$ cat src/hw/rtl/csq_pkg.sv
package csq_pkg;

   localparam int QUEUE_DEPTH    = 16;
   localparam int THREAD_ID_BITS = 8;

   localparam int TID_W     = 8;
   localparam int STATUS_W  = 3;
   localparam int REQ_W     = 2;
   localparam int CFG_W     = 10;
   localparam int COUNT_W   = 13;
   localparam int RSP_DATA_W = 24;
   localparam int PTR_W     = (QUEUE_DEPTH > 1) ? $clog2(QUEUE_DEPTH) : 1;
   localparam int OCC_W     = $clog2(QUEUE_DEPTH + 1);
   localparam int STORE_W   = (THREAD_ID_BITS < TID_W) ? THREAD_ID_BITS : TID_W;

   localparam logic signed [COUNT_W-1:0] COUNT_MAX = 13'sd4095;

   typedef enum logic [REQ_W-1:0] {
      RQ_WAIT   = 2'd0,
      RQ_SIGNAL = 2'd1,
      RQ_CLOSE  = 2'd2,
      RQ_OPEN   = 2'd3
   } req_kind_type;

   typedef enum logic [STATUS_W-1:0] {
      ST_GRANTED   = 3'd0,
      ST_BLOCKED   = 3'd1,
      ST_RELEASED  = 3'd2,
      ST_QFULL     = 3'd3,
      ST_CLOSED    = 3'd4,
      ST_CLOSE_REL = 3'd5
   } status_type;

   typedef enum logic [1:0] {
      S_IDLE  = 2'd0,
      S_EXEC  = 2'd1,
      S_DRAIN = 2'd2
   } state_type;

   typedef struct packed {
      logic accept;
      logic exec;
      logic drain_start;
      logic drain_pop;
   } cmd_type;

   typedef struct packed {
      logic closed;
      logic occ_zero;
      logic occ_one;
      logic out_free;
      logic req_close;
   } stat_type;

endpackage

$ cat src/hw/rtl/csq_ram.sv
module csq_ram #(
   parameter int WIDTH = 8,
   parameter int DEPTH = 16
) (
   input  logic                                      clock,
   input  logic                                      wr_en,
   input  logic [((DEPTH > 1) ? $clog2(DEPTH) : 1)-1:0] wr_addr,
   input  logic [WIDTH-1:0]                          wr_data,
   input  logic [((DEPTH > 1) ? $clog2(DEPTH) : 1)-1:0] rd_addr,
   output logic [WIDTH-1:0]                          rd_data
);

   logic [WIDTH-1:0] mem_ff [DEPTH];
   logic [WIDTH-1:0] rd_data_ff;

   always_ff @(posedge clock) begin
      if (wr_en) begin
         mem_ff[wr_addr] <= wr_data;
      end
      rd_data_ff <= mem_ff[rd_addr];
   end

   assign rd_data = rd_data_ff;

endmodule

$ cat src/hw/rtl/csq_ctrl.sv
module csq_ctrl (
   input  logic              clock,
   input  logic              reset,
   input  logic              req_tvalid,
   input  csq_pkg::stat_type stat,
   output logic              req_tready,
   output csq_pkg::cmd_type  cmd
);
   import csq_pkg::*;

   state_type state_ff, state_in;
   logic      go_drain;

   // close of an open semaphore with waiters needs the drain loop
   assign go_drain = stat.req_close && !stat.closed && !stat.occ_zero;

   always_ff @(posedge clock) begin
      if (reset) begin
         state_ff <= S_IDLE;
      end else begin
         state_ff <= state_in;
      end
   end

   always_comb begin
      state_in = state_ff;
      case (state_ff)
         S_IDLE: begin
            if (req_tvalid) state_in = S_EXEC;
         end
         S_EXEC: begin
            if (stat.out_free) state_in = go_drain ? S_DRAIN : S_IDLE;
         end
         S_DRAIN: begin
            if (stat.out_free && stat.occ_one) state_in = S_IDLE;
         end
         default: state_in = S_IDLE;
      endcase
   end

   always_comb begin
      req_tready = 1'b0;
      cmd        = '0;
      case (state_ff)
         S_IDLE: begin
            req_tready = 1'b1;
            cmd.accept = req_tvalid;
         end
         S_EXEC: begin
            if (stat.out_free) begin
               cmd.drain_start = go_drain;
               cmd.exec        = !go_drain;
            end
         end
         S_DRAIN: begin
            cmd.drain_pop = stat.out_free;
         end
         default: begin
            req_tready = 1'b0;
         end
      endcase
   end

endmodule

$ cat src/hw/rtl/csq_dp.sv
module csq_dp (
   input  logic                               clock,
   input  logic                               reset,
   input  logic [csq_pkg::TID_W-1:0]          req_tdata,
   input  logic [csq_pkg::REQ_W-1:0]          req_tuser,
   input  logic                               csr_wr_en,
   input  logic [csq_pkg::CFG_W-1:0]          csr_wr_data,
   input  logic                               rsp_tready,
   input  csq_pkg::cmd_type                   cmd,
   output csq_pkg::stat_type                  stat,
   output logic                               rsp_tvalid,
   output logic [csq_pkg::RSP_DATA_W-1:0]     rsp_tdata,
   output logic [csq_pkg::STATUS_W-1:0]       rsp_tuser,
   output logic                               rsp_tlast
);
   import csq_pkg::*;

   req_kind_type              rtype_ff;
   logic [TID_W-1:0]          tid_ff;
   logic signed [COUNT_W-1:0] count_ff, count_in;
   logic [PTR_W-1:0]          head_ff, head_in, tail_ff, tail_in;
   logic [OCC_W-1:0]          occ_ff, occ_in;
   logic                      closed_ff, closed_in;
   logic [CFG_W-1:0]          init_ff;

   logic                      vld_ff, vld_in;
   status_type                st_ff, st_in;
   logic [TID_W-1:0]          thr_ff, thr_in;
   logic                      tv_ff, tv_in;
   logic                      wbc_ff, wbc_in;
   logic signed [COUNT_W-1:0] cnt_ff;
   logic                      last_ff, last_in;
   logic                      load;

   logic                      wr_en;
   logic [STORE_W-1:0]        rd_data;
   logic signed [COUNT_W-1:0] count_up;
   logic [PTR_W-1:0]          head_inc, tail_inc;
   logic                      occ_full, out_free;

   csq_ram #(.WIDTH(STORE_W), .DEPTH(QUEUE_DEPTH)) u_store (
      .clock   (clock),
      .wr_en   (wr_en),
      .wr_addr (tail_ff),
      .wr_data (STORE_W'(tid_ff)),
      .rd_addr (head_in),
      .rd_data (rd_data)
   );

   assign out_free = !vld_ff || rsp_tready;
   assign occ_full = (occ_ff == OCC_W'(QUEUE_DEPTH));
   assign count_up = (count_ff < COUNT_MAX) ? count_ff + 13'sd1 : count_ff;
   assign head_inc = (head_ff == PTR_W'(QUEUE_DEPTH - 1)) ? '0 : head_ff + 1'b1;
   assign tail_inc = (tail_ff == PTR_W'(QUEUE_DEPTH - 1)) ? '0 : tail_ff + 1'b1;

   assign stat.closed    = closed_ff;
   assign stat.occ_zero  = (occ_ff == '0);
   assign stat.occ_one   = (occ_ff == OCC_W'(1));
   assign stat.out_free  = out_free;
   assign stat.req_close = (rtype_ff == RQ_CLOSE);

   always_comb begin
      count_in  = count_ff;
      head_in   = head_ff;
      tail_in   = tail_ff;
      occ_in    = occ_ff;
      closed_in = closed_ff;
      wr_en     = 1'b0;
      load      = 1'b0;
      st_in     = ST_GRANTED;
      thr_in    = '0;
      tv_in     = 1'b0;
      wbc_in    = 1'b0;
      last_in   = 1'b1;
      if (cmd.exec) begin
         load = 1'b1;
         if (rtype_ff == RQ_OPEN) begin
            if (closed_ff) begin
               count_in  = signed'({{(COUNT_W - CFG_W){1'b0}}, init_ff});
               head_in   = '0;
               tail_in   = '0;
               occ_in    = '0;
               closed_in = 1'b0;
            end
         end else if (closed_ff) begin
            st_in = ST_CLOSED;
         end else begin
            case (rtype_ff)
               RQ_WAIT: begin
                  if (count_ff > 13'sd0) begin
                     count_in = count_ff - 13'sd1;
                  end else if (occ_full) begin
                     st_in = ST_QFULL;
                  end else begin
                     count_in = count_ff - 13'sd1;
                     wr_en    = 1'b1;
                     tail_in  = tail_inc;
                     occ_in   = occ_ff + 1'b1;
                     st_in    = ST_BLOCKED;
                  end
               end
               RQ_SIGNAL: begin
                  count_in = count_up;
                  if (count_up <= 13'sd0 && occ_ff != '0) begin
                     head_in = head_inc;
                     occ_in  = occ_ff - 1'b1;
                     st_in   = ST_RELEASED;
                     thr_in  = TID_W'(rd_data);
                     tv_in   = 1'b1;
                  end
               end
               RQ_CLOSE: begin
                  // no waiters here, the controller drains otherwise
                  closed_in = 1'b1;
               end
               default: st_in = ST_GRANTED;
            endcase
         end
      end else if (cmd.drain_start) begin
         closed_in = 1'b1;
      end else if (cmd.drain_pop) begin
         load     = 1'b1;
         count_in = count_up;
         occ_in   = occ_ff - 1'b1;
         st_in    = ST_CLOSE_REL;
         thr_in   = TID_W'(rd_data);
         tv_in    = 1'b1;
         wbc_in   = 1'b1;
         last_in  = (occ_ff == OCC_W'(1));
         if (occ_ff == OCC_W'(1)) begin
            head_in = '0;
            tail_in = '0;
         end else begin
            head_in = head_inc;
         end
      end
   end

   assign vld_in = load ? 1'b1 : (rsp_tready ? 1'b0 : vld_ff);

   always_ff @(posedge clock) begin
      if (reset) begin
         count_ff  <= '0;
         head_ff   <= '0;
         tail_ff   <= '0;
         occ_ff    <= '0;
         closed_ff <= 1'b1;
         init_ff   <= '0;
         vld_ff    <= 1'b0;
      end else begin
         count_ff  <= count_in;
         head_ff   <= head_in;
         tail_ff   <= tail_in;
         occ_ff    <= occ_in;
         closed_ff <= closed_in;
         vld_ff    <= vld_in;
         if (csr_wr_en) init_ff <= csr_wr_data;
      end
   end

   always_ff @(posedge clock) begin
      if (cmd.accept) begin
         rtype_ff <= req_kind_type'(req_tuser);
         tid_ff   <= req_tdata;
      end
      if (load) begin
         st_ff   <= st_in;
         thr_ff  <= thr_in;
         tv_ff   <= tv_in;
         wbc_ff  <= wbc_in;
         cnt_ff  <= count_in;
         last_ff <= last_in;
      end
   end

   assign rsp_tvalid = vld_ff;
   assign rsp_tuser  = st_ff;
   assign rsp_tlast  = last_ff;
   assign rsp_tdata  = {1'b0, cnt_ff, wbc_ff, tv_ff, thr_ff};

endmodule

$ cat src/hw/rtl/counting_semaphore_wait_queue_core.sv
// Counting semaphore with a FIFO queue of blocked thread IDs. Each request
// word is accepted in IDLE and executed in EXEC against the count and the
// queue, which is bounded by the registered read of the wait-queue RAM. A
// close of an open semaphore with N waiters then enters DRAIN and releases
// one waiter per cycle while the output is free, giving N response words,
// the last flagged with rsp_tlast. A response register sits on the output,
// so a stalled rsp_tready only holds the block while the next word is due.
// The block comes out of reset closed; an open of a closed block loads the count from the csr register.
module counting_semaphore_wait_queue_core (
   input  logic                                clock,
   input  logic                                reset,
   input  logic                                req_tvalid,
   output logic                                req_tready,
   // [7:0] thread_id
   input  logic [csq_pkg::TID_W-1:0]           req_tdata,
   // [1:0] req_type
   input  logic [csq_pkg::REQ_W-1:0]           req_tuser,
   output logic                                rsp_tvalid,
   input  logic                                rsp_tready,
   // [7:0] thread_out, [8] thread_out_valid, [9] woken_by_close,
   // [22:10] count_now, [23] zero
   output logic [csq_pkg::RSP_DATA_W-1:0]      rsp_tdata,
   // [2:0] status
   output logic [csq_pkg::STATUS_W-1:0]        rsp_tuser,
   output logic                                rsp_tlast,
   input  logic                                csr_wr_en,
   input  logic [csq_pkg::CFG_W-1:0]           csr_wr_data
);
   import csq_pkg::*;

   cmd_type  cmd;
   stat_type stat;

   csq_ctrl u_ctrl (
      .clock      (clock),
      .reset      (reset),
      .req_tvalid (req_tvalid),
      .stat       (stat),
      .req_tready (req_tready),
      .cmd        (cmd)
   );

   csq_dp u_dp (
      .clock       (clock),
      .reset       (reset),
      .req_tdata   (req_tdata),
      .req_tuser   (req_tuser),
      .csr_wr_en   (csr_wr_en),
      .csr_wr_data (csr_wr_data),
      .rsp_tready  (rsp_tready),
      .cmd         (cmd),
      .stat        (stat),
      .rsp_tvalid  (rsp_tvalid),
      .rsp_tdata   (rsp_tdata),
      .rsp_tuser   (rsp_tuser),
      .rsp_tlast   (rsp_tlast)
   );

   // one request in flight at a time
   a_one_in_flight: assert property (@(posedge clock) disable iff (reset)
      req_tvalid && req_tready |=> !req_tready)
      else $error("request accepted while previous one still executing");

   a_thread_valid_status: assert property (@(posedge clock) disable iff (reset)
      rsp_tvalid && rsp_tdata[8] |->
         (rsp_tuser == ST_RELEASED) || (rsp_tuser == ST_CLOSE_REL))
      else $error("thread_out_valid on a word that releases no waiter");

   a_close_word: assert property (@(posedge clock) disable iff (reset)
      rsp_tvalid && (rsp_tdata[9] || !rsp_tlast) |->
         (rsp_tuser == ST_CLOSE_REL) && rsp_tdata[8])
      else $error("multi-word or woken_by_close response outside a close drain");

   a_count_floor: assert property (@(posedge clock) disable iff (reset)
      rsp_tvalid |-> $signed(rsp_tdata[22:10]) >= -$signed(COUNT_W'(QUEUE_DEPTH)))
      else $error("count went below minus the queue depth");

endmodule
$ cat config.mk
export PLATFORM = sky130hd
export DESIGN_NAME = counting_semaphore_wait_queue_core
export DESIGN_NICKNAME = d
export VERILOG_FILES = /design/src/hw/rtl/csq_pkg.sv /design/src/hw/rtl/csq_ram.sv /design/src/hw/rtl/csq_ctrl.sv /design/src/hw/rtl/csq_dp.sv /design/src/hw/rtl/counting_semaphore_wait_queue_core.sv
export SDC_FILE = /design/constraint.sdc
export NUM_CORES = 1
export LEC_CHECK = 0
export BUFFER_PORTS_ARGS = -buffer_cell sky130_fd_sc_hd__buf_2
export CAP_MARGIN = 25
export CELL_PAD_IN_SITES_DETAIL_PLACEMENT = 1
export CELL_PAD_IN_SITES_GLOBAL_PLACEMENT = 1
export CORE_UTILIZATION = 32
export DETAILED_ROUTE_END_ITERATION = 7
export PLACE_DENSITY = 0.53
export SYNTH_ARGS = -nofsm -noshare
export SYNTH_HDL_FRONTEND = slang
export SYNTH_SLANG_ARGS = --single-unit
$ cat constraint.sdc
create_clock -name clock -period 8.89 [get_ports clock]
set_input_delay 1.778 -clock clock [delete_from_list [all_inputs] [get_ports clock]]
set_output_delay 1.778 -clock clock [all_outputs]
set_load 0.1 [all_outputs]
==> impl_summary.md <==
Run status
The run finished with clean final reports.

Setup path
The cell seen most often among critical-path stages is sky130_fd_sc_hd__nand2b_1. In this design, the stage delay of the slowest critical-path cell is around 710 ps. The cell at the slowest stage of the critical path is sky130_fd_sc_hd__buf_4. The worst setup path is launched from a primary input. STA classifies the critical path endpoint as a flop. The signal on the critical path passes through buf_2 -> nand2b_1 -> nand2b_1 -> a22oi_1 -> a2bb2oi_2 -> a21boi_0 -> a31oi_2 -> o31a_2 -> buf_4 -> mux2i_1 -> mux2_2 -> nand2_1 -> o2111a_1. The peak fanout along the critical path is 59. The endpoint required time on the critical path is 9360 ps. The setup path with the least slack is of type primary input to flop. STA puts the critical path data arrival time at 5100 ps. The cell type group with the largest total delay on the critical path is compound AO/OA/AOI/OAI gates. Counting both buffers and inverters, the worst setup path holds a total of 2.

CTS
Counting every sink on the clock net gives about 210. For the worst-skew pair, the clock arrives at the later sink with an insertion delay of ~530 ps. TritonCTS built the clock tree.

The post-cts resize count is 0. The clock slew at the register clock pins of the worst setup and hold paths is 60 ps. CTS built an H-tree with a depth of 1. Buffers added to address setup during post-CTS repair amount to 0.

In this run, CTS created clock tree buffers numbering 25. The clock passes through at most 3 buffers. The number of buffers inserted by hold repair at cts is 0.

The cell chosen for the clock root is sky130_fd_sc_hd__clkbuf_16.

Logic synthesis
The post-synthesis instance area is slightly below 0.01 mm^2. The synthesized design contains 213 register bits. Among all flip-flop cells after synthesis, the most frequent one is sky130_fd_sc_hd__edfxtp_1. The synthesized design contains roughly 170 enable-type register cells. The synthesized netlist net count is 829. The sequential area share after synthesis is around three fifths. The number of library cell types mapped by synthesis is 85.

Of all cell types, the one taking the most synthesized area is sky130_fd_sc_hd__edfxtp_1. The Yosys warning count is 0. The async set-or-reset flop fraction in the synthesized netlist is 0%.

The average footprint of a synthesized cell is about 12 um^2. Synthesis produced a netlist whose cell count is between 700 and 800. The area share of the largest cell type after synthesis is between 50% and 60%. In the post-synthesis netlist, the biggest area contributors are sky130_fd_sc_hd__edfxtp_1 (51%), sky130_fd_sc_hd__dfxtp_1 (9.9%), sky130_fd_sc_hd__mux2i_1 (6.1%).

Power and ir drop
For this design the ratio of total power to cell area is around 210 mW/mm^2. The total chip power is about 2400 uW. The static leakage power is 0.00373 uW. The maximum ir drop on the vdd rail is approximately 0.14 mV.

Global routing
The number of global-route vias before repair is between 6000 and 7000. Entering global routing, the biggest net connects 60 pins. The leftover overflow at the end of global routing is 0. The first-pass GRT wire length is 39900 um. The initial antenna violation count is 1.

The overall fraction of global-route tracks in use is 16.7%.

Drt
The number of nets with antenna violations after routing is 0. Summed over all nets, wire length on met2 after detailed routing comes to 11000 um. For this block, wires on met1 add up to between 10000 and 15000 um.

The wire length per cell is 20.5 um. The post-detailed-route via-to-cell ratio is ~5.2. The residual DRC count is 0.

After detailed routing, the met3 layer carries 1190 um of wire. The routed wire length is 25700 um. In this run the top signal layer used is met4. The violation count after the first detailed-routing iteration is between 400 and 500. The first detailed-routing pass took 4 iterations. The total number of vias is 6471.

Timing
Setup repair after global routing left no endpoint under its margin. The final critical path time including I/O delays and setup is between 4000 and 5000 ps. The number of hold violations in the final report was 0. The fmax is 0.216 GHz.

After layout, the worst path uses between 50% and 60% of the clock period. The setup-violating endpoint count in the final report is 0. The number of pins with negative max-slew slack in the final report is 0. In the final timing run, aggregate negative setup slack is 0 ps. At the pin with the least slew margin, the transition time is about 1100 ps. The relative slew slack is between 20% and 30%. The setup slack of the critical path after layout is approximately 4300 ps.

Across the routed clock network, the largest skew measured is 19.1 ps.

Place
Before CTS, the worst setup slack after placement is 3710 ps. Once placement completed, the tool counted placed cells totaling 1200. The congestion estimate from routability-driven global placement came to roughly 0.83. Summing all placed instances gives a cell area of about 0.010 mm^2. The number of input and output port buffers inserted is 53. Detailed placement finished with a half-perimeter wire length of 17900 um.

Floorplanning
The die width is 176 um. The floorplan has 63 rows. The placeable core region is roughly 0.03 mm^2. In this run the count of I/O pins placed on the die edge is 55. The initial utilization of the core area, before any placement, comes to 32.7%. The die covers a little over 0.03 mm^2.

The die extent in y is about 180 um.

Hold path
The tightest min-delay check is of the flop to flop type.

Finish
The number of standard cells in the layout, taps in and fillers out is around 1200. Compared with the post-synthesis result, the final layout area differs by 14.6%. The number of nets in the final layout is roughly 900. The antenna diode count is 0. The layout cell share with drive strength beyond 1 is approximately 15%. The layout has roughly 3200 filler cells. The multi-input gate area in the final layout is ~0.0035 mm^2. Summing all flip-flop and latch instances after layout gives between 0.005 and 0.006 mm^2. Once layout is done, the placed cells without fillers occupy 0.0112 mm^2.

Job
The max-capacitance violation count is 0.
sequential cells by signal, indices dropped and copies added, names as in the netlist, 5 cells and up:
register	count
u_dp.u_store.mem_ff	128
u_dp.u_store.rd_data	8
u_dp.cnt_ff	13
u_dp.init_ff	10
u_dp.thr_ff	8
u_dp.occ_ff	5
u_dp.tid_ff	8
u_dp.count_ff	13
metal layers:
layer | GRT usage [%] | vias to the layer above
met3 | 2.84 | 23
met5 | 0 | -
li1 | - | 3061
met2 | 25.5 | 131
met4 | 3.23 | 0
met1 | 24.9 | 3256
worst reg2reg max path: cells and delay by family, from the launching register on:
kind | cells | cell delay (ps)
AO/OA/AOI/OAI | 3 | 540
buffers and inverters | 1 | 710
AND/OR/NAND/NOR | 5 | 1530
multiplexers | 3 | 910
flip-flops | 1 | 690
area by class of cell:
class                      instances  share of cell area (%)
multi-input combinational        517                    31.0
inverter                          18                   0.606
clock inverter                    17                    2.00
tap                              390                    4.37
clock buffer                      29                    5.74
sequential                       213                    53.0
timing repair buffer              65                    3.20
report_power, final:
| group | leakage, uW | switching [uW] | internal, uW |
|---|---|---|---|
| Combinational | 0.00141 | 110 | 46.8 |
| Sequential | 0.00189 | 26.8 | 1090 |
| Clock | 0.000423 | 413 | 663 |
| Total | 0.00373 | 549 | 1800 |
cell usage after synthesis, drive strengths merged, types with 3 or more instances:
master,instances
edfxtp,165
nand2,78
nor2,69
mux2i,59
dfxtp,48
a21oi,33
buf,29
nor2b,28
o21ai,28
nor3,20
mux2,19
clkbuf,17
inv,17
a22oi,14
nand3,13
a31oi,10
ha,10
nand2b,10
a21boi,8
and3,8
a32oi,7
nand4,7
nor3b,7
o2111a,7
and2,5
xnor2,5
a221o,4
a221oi,4
a2bb2oi,4
nor4,4
or3,4
a211oi,3
a311oi,3
and4,3
nand3b,3
o211ai,3
o221ai,3
xor2,3
placed cells by master, fill, tap and decap left out, types with 11 or more instances in the layout:
master / synthesis / layout
sky130_fd_sc_hd__a21oi_1: 33 / 33
sky130_fd_sc_hd__a22oi_1: 14 / 14
sky130_fd_sc_hd__buf_2: 11 / 54
sky130_fd_sc_hd__clkbuf_16: 0 / 25
sky130_fd_sc_hd__dfxtp_1: 48 / 48
sky130_fd_sc_hd__edfxtp_1: 165 / 165
sky130_fd_sc_hd__inv_1: 17 / 17
sky130_fd_sc_hd__mux2_2: 11 / 11
sky130_fd_sc_hd__mux2i_1: 59 / 59
sky130_fd_sc_hd__nand2_1: 78 / 78
sky130_fd_sc_hd__nand3_1: 13 / 13
sky130_fd_sc_hd__nor2_1: 67 / 67
sky130_fd_sc_hd__nor2b_1: 27 / 27
sky130_fd_sc_hd__nor3_1: 20 / 20
sky130_fd_sc_hd__o21ai_0: 27 / 27
worst paths after layout:
path,startpoint,end,slack (ps),cells after the start
setup / recovery,rsp_tready,u_dp.u_store.rd_data[1],4260,13
hold reg to reg,u_ctrl.state_ff[1],u_ctrl.state_ff[0],510,1
hold / removal,u_ctrl.state_ff[1],u_ctrl.state_ff[0],510,1
setup reg to reg,u_dp.count_ff[2],u_dp.u_store.rd_data[1],4440,12
per-stage QoR:
stage	utilization, %	hold WS, ps
floorplan	-	460
global placement	34.4	484
detailed placement	34.5	506
CTS	37.3	516
global route	37.4	562
finish	37.4	510
cell families after synthesis:
logic type	after synthesis	share of synthesized area, %
AND/OR/NAND/NOR	267	13.8
multiplexers	78	8.30
XOR/XNOR	8	0.720
AO/OA/AOI/OAI	153	11.3
buffers and inverters	64	3.73
other	1	0.0385
adder cells (fa/ha/maj)	10	1.29
flip-flops	213	60.8
No activity file was read; power rests on OpenSTA's default activity.
